$ cat config.mk
export PLATFORM = sky130hd
export DESIGN_NAME = hufd_ram
export DESIGN_NICKNAME = d
export VERILOG_FILES = /design/src/design/hufd_ram.sv
export SDC_FILE = /design/constraint.sdc
export NUM_CORES = 1
export LEC_CHECK = 0
export BUFFER_PORTS_ARGS = -buffer_cell sky130_fd_sc_hd__buf_4
export CAP_MARGIN = 0
export CORE_ASPECT_RATIO = 1.5
export CORE_MARGIN = 8
export CORE_UTILIZATION = 25
export CTS_CLUSTER_SIZE = 20
export DETAILED_ROUTE_END_ITERATION = 10
export SYNTH_ARGS = -nofsm -noshare
export SYNTH_HDL_FRONTEND = slang
export SYNTH_SLANG_ARGS = --single-unit
$ cat constraint.sdc
create_clock -name i_clk -period 6.09 [get_ports i_clk]
set_clock_uncertainty 0.2 [all_clocks]
set_input_delay 0.9135 -clock i_clk [delete_from_list [all_inputs] [get_ports i_clk]]
set_output_delay 0.9135 -clock i_clk [all_outputs]
set_load 0.01 [all_outputs]
$ cat src/design/hufd_ram.sv
// Generic simple dual-port RAM with registered read.
module hufd_ram #(
    parameter int WIDTH = 8,
    parameter int DEPTH = 16
) (
    input  logic                     i_clk,
    input  logic                     i_we,
    input  logic [$clog2(DEPTH)-1:0] i_waddr,
    input  logic [WIDTH-1:0]         i_wdata,
    input  logic [$clog2(DEPTH)-1:0] i_raddr,
    output logic [WIDTH-1:0]         o_rdata
);

    logic [WIDTH-1:0] r_mem [DEPTH];
    logic [WIDTH-1:0] r_rdata;

    always_ff @(posedge i_clk) begin
        if (i_we) begin
            r_mem[i_waddr] <= i_wdata;
        end
        r_rdata <= r_mem[i_raddr];
    end

    assign o_rdata = r_rdata;

endmodule

==> out/metrics.cfg, run 1 <==
[clock_tree]
tritoncts=yes
clk_root_buffer_cell=clkbuf_16
cts_setup_buffers=0
clk_latency_ns=0.41
clk_pin_slew_ns=0.06
cts_resized=0
cts.path.max_buffers=2
htree_num_levels=4
clkSinkCount=136
cts_bufs_inserted=17
postCtsHoldBufs=0

[route]
met2RoutedLength_microns=5290
detailroute.wirelength.met3_microns=461
ant_nets=0
vias_per_cell=4.36
number_of_detailed_route_iterations_in_the_first_pass=4
wl_met1_microns=4320
drt_wl_total_microns=10200
route.top_layer_used=met4
drt_drc_violations_left=0
route.vias.total=2363
avgRoutedWirePerCell_microns=18.8
drt_iter0_markers=262

[critical_path]
worst-endpoint-arrival_ns=2.44
path_type_of_the_worst_setup_path=in2reg
cp_required_ns=5.90
start_kind=primary input
critPathMaxFanout=8
worst_setup_path_end_kind=flip-flop

[final_layout]
synth_to_final_area_change_pct=19.8
final_net_count=283
diode_insertion_count_for_antenna_repair=0
drive_above_1_share_pct=25.5
filler_cell_count=1988
final-seq-area_sq_mm=0.00400
multi_input_logic_area_sq_mm=0.00106

[synthesis]
post_synth_inst_count=229
synth_area_leaders=edfxtp_1 75%, mux4_2 7.9%, mux4_1 7.1%, dfxtp_1 3.1%, a22oi_1 2.3%
syn_avg_cell_area_sq_um=22.5
synth.yosys.seq_area_share_pct=77.8
number_of_library_cell_types_mapped_by_synthesis=19
yosysTopAreaCell=edfxtp_1
number_of_flops_mapped_to_enable_cells_by_yosys=128
synth_async_sr_flop_share_pct=0
syn-num-nets=247
postSynthRegisterBits=136
synth_most_common_cell=edfxtp_1
synth_common_cells=128 x edfxtp_1, 18 x mux4_2, 16 x a22oi_1
synthesis.yosys.warnings=0
ys.flop_type=edfxtp_1
yosysTopAreaCellShare_pct=74.7
netlist_area_sq_mm=0.00515

[sta]
setup_repair_after_global_routing_missed_its_margin=no
max_slew_margin_pct=22.0
worstMarginPinSlew_ns=1.16
totalNegativeSetupSlack_ns=0
postLayoutSetupSlackWorst_ns=3.46
timing.fmax_mhz=380
timing_hold_violations_final=0
layout_min_cycle_time_ns=2.63
report.final.setup_viol=0
finalCritPeriodShare_pct=43.2
slew_viol_final=0

[die]
floorplan.die.width_microns=133
rows=64
design.core.area_sq_mm=0.0203
floorplan.initialDensity_pct=25.3
die_area_sq_mm=0.0255
die_height_microns=192
ios=26

[grt]
via_count_of_the_first_global_routing_pass=2522
number_of_antenna_violations_at_the_first_check_in_global_routing=0
grt_pass1_wl_microns=15600
groute.usage.overall_pct=8.36
grt_start_max_net_pins=33
grt.overflow.total=0

[placement]
post-place-ws_ns=3.04
gp_routability_congestion=0.772
port_buffers=25
dp_hpwl_microns=6750

[worst_hold_path]
hold_path.class=reg2reg

[power_and_ir_drop]
pwr_dens_mw_per_mm2=346
vdd.ir_drop.worst_uv=212
cellLeakagePower_nw=2.00

[run_status]
outcome=complete, no violations

[flow_run]
maxCapViolations=0

layout make-up:
class                           instances  share of cell area (%)
Clock buffer                           19                    7.02
Clock inverter                         13                    2.19
Multi-Input combinational cell         83                    17.2
Sequential cell                       136                    64.9
Tap cell                              264                    5.36
Timing Repair Buffer                   27                    3.29
sequential cells by signal, summed over array words and instances (netlist names):
name	flops
o_rdata	8
r_mem	128
power by group:
group	leakage (nW)	switching, mW	internal (mW)
Sequential	1.22	0.00707	1.05
Combinational	0.502	0.0566	0.0439
Clock	0.276	0.346	0.632
Total	2.00	0.410	1.72
stage by stage:
stage / area, sq um / instances / hold slack [ns] / util [%] / power [mW]
after global placement: 5600 / 510 / 0.452 / 27.5 / 1.17
final: 6170 / 542 / 0.468 / 30.3 / 2.13
after global routing: 6170 / 542 / 0.501 / 30.3 / 2.20
after detailed placement: 5600 / 510 / 0.461 / 27.5 / 1.18
after floorplan: 5150 / 229 / 0.429 / - / 1.13
after CTS: 6170 / 542 / 0.472 / 30.3 / 2.15
metal layers:
metal	vias up	track usage, %
li1	1048	-
met1	1230	9.86
met2	75	14.3
met3	10	2.02
met4	0	3.64
met5	-	0
critical path, stage by stage:
cell and delay [ns]:
buf_4 0.12, or3b_2 0.50, nor3_1 0.90
worst paths after layout:
path / from / endpoint / slack [ns] / cells after the start
worst min register to register: r_mem[15][1] / o_rdata[1] / 0.47 / 3
worst max register to register: r_mem[1][5] / o_rdata[5] / 4.55 / 3
worst min-delay path: r_mem[15][1] / o_rdata[1] / 0.47 / 3
worst max-delay path: i_waddr[2] / r_mem[0][3] / 3.46 / 3
placed cells by master, fill, tap and decap left out:
cell	Yosys	layout
nor3_1	4	3
buf_4	1	27
clkbuf_1	0	2
bufinv_16	0	3
nand3b_1	2	2
dfxtp_1	8	8
a22oi_1	16	16
nor2_1	13	13
edfxtp_1	128	128
mux4_2	18	18
nor2b_1	1	1
clkinv_1	0	6
clkinvlp_4	0	1
mux4_1	14	14
clkinv_2	0	3
nand2_1	9	9
nand3_1	1	1
clkbuf_16	0	17
and2b_1	1	1
or3b_2	1	1
and2_1	1	1
nand2b_1	2	2
nor3_2	0	1
kinds of logic after synthesis:
logic type | synth area share, %
AOI/OAI and AO/OA | 2.33
buffers and inverters | 1.68
DFF | 77.8
muxes | 15.0
and+or+nand+nor | 3.18
No activity file was read; power rests on OpenSTA's default activity.
==> run 2, diff against run 1 <==
==> constraint.sdc (replaced) <==
create_clock -name i_clk -period 2.7 [get_ports i_clk]
set_clock_uncertainty 0.2 [all_clocks]
set_input_delay 0.405 -clock i_clk [delete_from_list [all_inputs] [get_ports i_clk]]
set_output_delay 0.405 -clock i_clk [all_outputs]
set_load 0.01 [all_outputs]
==> run 2 against run 1 <==
Non-clock buffer count is 16 higher; sequential share of layout area is 2.0 points lower; largest power group is now clock; wire length is 2.2% higher; critical endpoint is now o_rdata[5].
==> out/metrics.cfg, run 2 (same netlist as run 1, synthesis figures left out) <==
[grt]
grt.overflow.total=0
number_of_antenna_violations_at_the_first_check_in_global_routing=0
groute.usage.overall_pct=8.45
grt_pass1_wl_microns=15600
grt_start_max_net_pins=33
via_count_of_the_first_global_routing_pass=2553

[clock_tree]
htree_num_levels=4
postCtsHoldBufs=0
clk_pin_slew_ns=0.06
tritoncts=yes
cts_setup_buffers=0
cts.path.max_buffers=2
cts_resized=0
clk_latency_ns=0.41
clk_root_buffer_cell=clkbuf_16
clkSinkCount=136
cts_bufs_inserted=17

[die]
floorplan.initialDensity_pct=25.3
die_height_microns=192
design.core.area_sq_mm=0.0203
ios=26
rows=64
die_area_sq_mm=0.0255
floorplan.die.width_microns=133

[final_layout]
top_library_cells_by_usage_in_the_layout_fill_and_taps_aside=128 x edfxtp_1, 42 x buf_4, 18 x mux4_2
utilization_after_layout_pct=31.3
design_area_sq_mm=0.00637
diode_insertion_count_for_antenna_repair=0
largest_register_ffs=128
synth_to_final_area_change_pct=23.7
mostFrequentLayoutCell=edfxtp_1
drive_above_1_share_pct=32.0
top_register=r_mem
final_net_count=299

[route]
drt_wl_total_microns=10400
vias_per_cell=4.26
ant_nets=0
number_of_detailed_route_iterations_in_the_first_pass=4
drt_drc_violations_left=0
avgRoutedWirePerCell_microns=18.6
route.vias.total=2378
drt_iter0_markers=160

[critical_path]
critPathMaxFanout=17
slowest_delay_ns=0.56
worst_setup_path_end_kind=flip-flop
cp_cell_sequence=buf_4 -> buf_12 -> mux4_1 -> a22oi_1 -> nand2_1
start_kind=primary input
worst-endpoint-arrival_ns=1.80
cp_required_ns=2.79
worst_path_max_delay_cell=mux4_1
path_type_of_the_worst_setup_path=in2reg

[sta]
max_slew_margin_pct=47.2
finalCritPeriodShare_pct=63.4
report.final.setup_viol=0
timing_hold_violations_final=0
totalNegativeSetupSlack_ns=0
layout_min_cycle_time_ns=1.71
setup_repair_after_global_routing_missed_its_margin=no
worstMarginPinSlew_ns=0.790
timing.fmax_mhz=584
slew_viol_final=0

[power_and_ir_drop]
pwr_dens_mw_per_mm2=797
vdd.ir_drop.worst_uv=424
cellLeakagePower_nw=2.11
total_power_mw=5.07

[run_status]
outcome=complete, no violations

[flow_run]
maxCapViolations=0

[placement]
postPlaceCellArea_sq_mm=0.00573
dp_hpwl_microns=7260
port_buffers=25
gp_routability_congestion=0.709

[worst_hold_path]
hold_path.class=in2reg

[run 2: cell count changes in the layout (fill, tap and decap cells not counted), moves of 2 or more]
cell / before / now
clkinvlp_4: 1 / 4
clkinv_1: 6 / 0
buf_4: 27 / 42
inv_6: 0 / 5
clkinv_2: 3 / 0
clkbuf_1: 2 / 0
[run 2: power breakdown]
part           switching, mW  total (mW)  internal, mW
combinational          0.125       0.231         0.106
sequential            0.0181        2.38          2.36
clock                  0.895        2.46          1.57
total                   1.04        5.07          4.03
[run 2: through the flow]
stage / instances / setup WS [ns] / hold slack (ns)
after CTS: 558 / 0.974 / 0.0891
after global placement: 526 / 0.567 / 0.466
final: 558 / 0.988 / 0.0968
after floorplan: 229 / 0.602 / 0.304
after detailed placement: 526 / 0.537 / 0.478
after global routing: 558 / 0.875 / 0.0980
[run 2: area by class of cell]
cell class	count	area, sq um
timing repair buffer	43	335
fill	1976	14000
clock inverter	15	214
tap	264	330
clock buffer	17	425
sequential	136	4000
multi-input combinational	83	1060
[run 2: worst paths after layout]
| path | to | depth (start not counted) | from | slack (ns) |
|---|---|---|---|---|
| worst max register to register | o_rdata[2] | 3 | r_mem[1][2] | 1.06 |
| worst min-delay path | r_mem[9][5] | 1 | i_wdata[5] | 0.1 |
| worst min register to register | o_rdata[4] | 3 | r_mem[14][4] | 0.49 |
| worst max-delay path | o_rdata[5] | 5 | i_raddr[0] | 0.99 |
[run 2: layer usage]
layer / vias to the layer above / track usage (%) / share of wire, %
met5: - / 0 / 0
met2: 66 / 15.1 / 54
met4: 0 / 3.90 / 1.8
li1: 1077 / - / -
met1: 1223 / 9.08 / 40
met3: 12 / 2.41 / 4.1
[run 2: critical path: cells and delay by family]
kind	cells	cell delay [ns]
mux	1	0.56
buf+inv	2	0.52
simple gates	1	0.08
compound gates	1	0.21
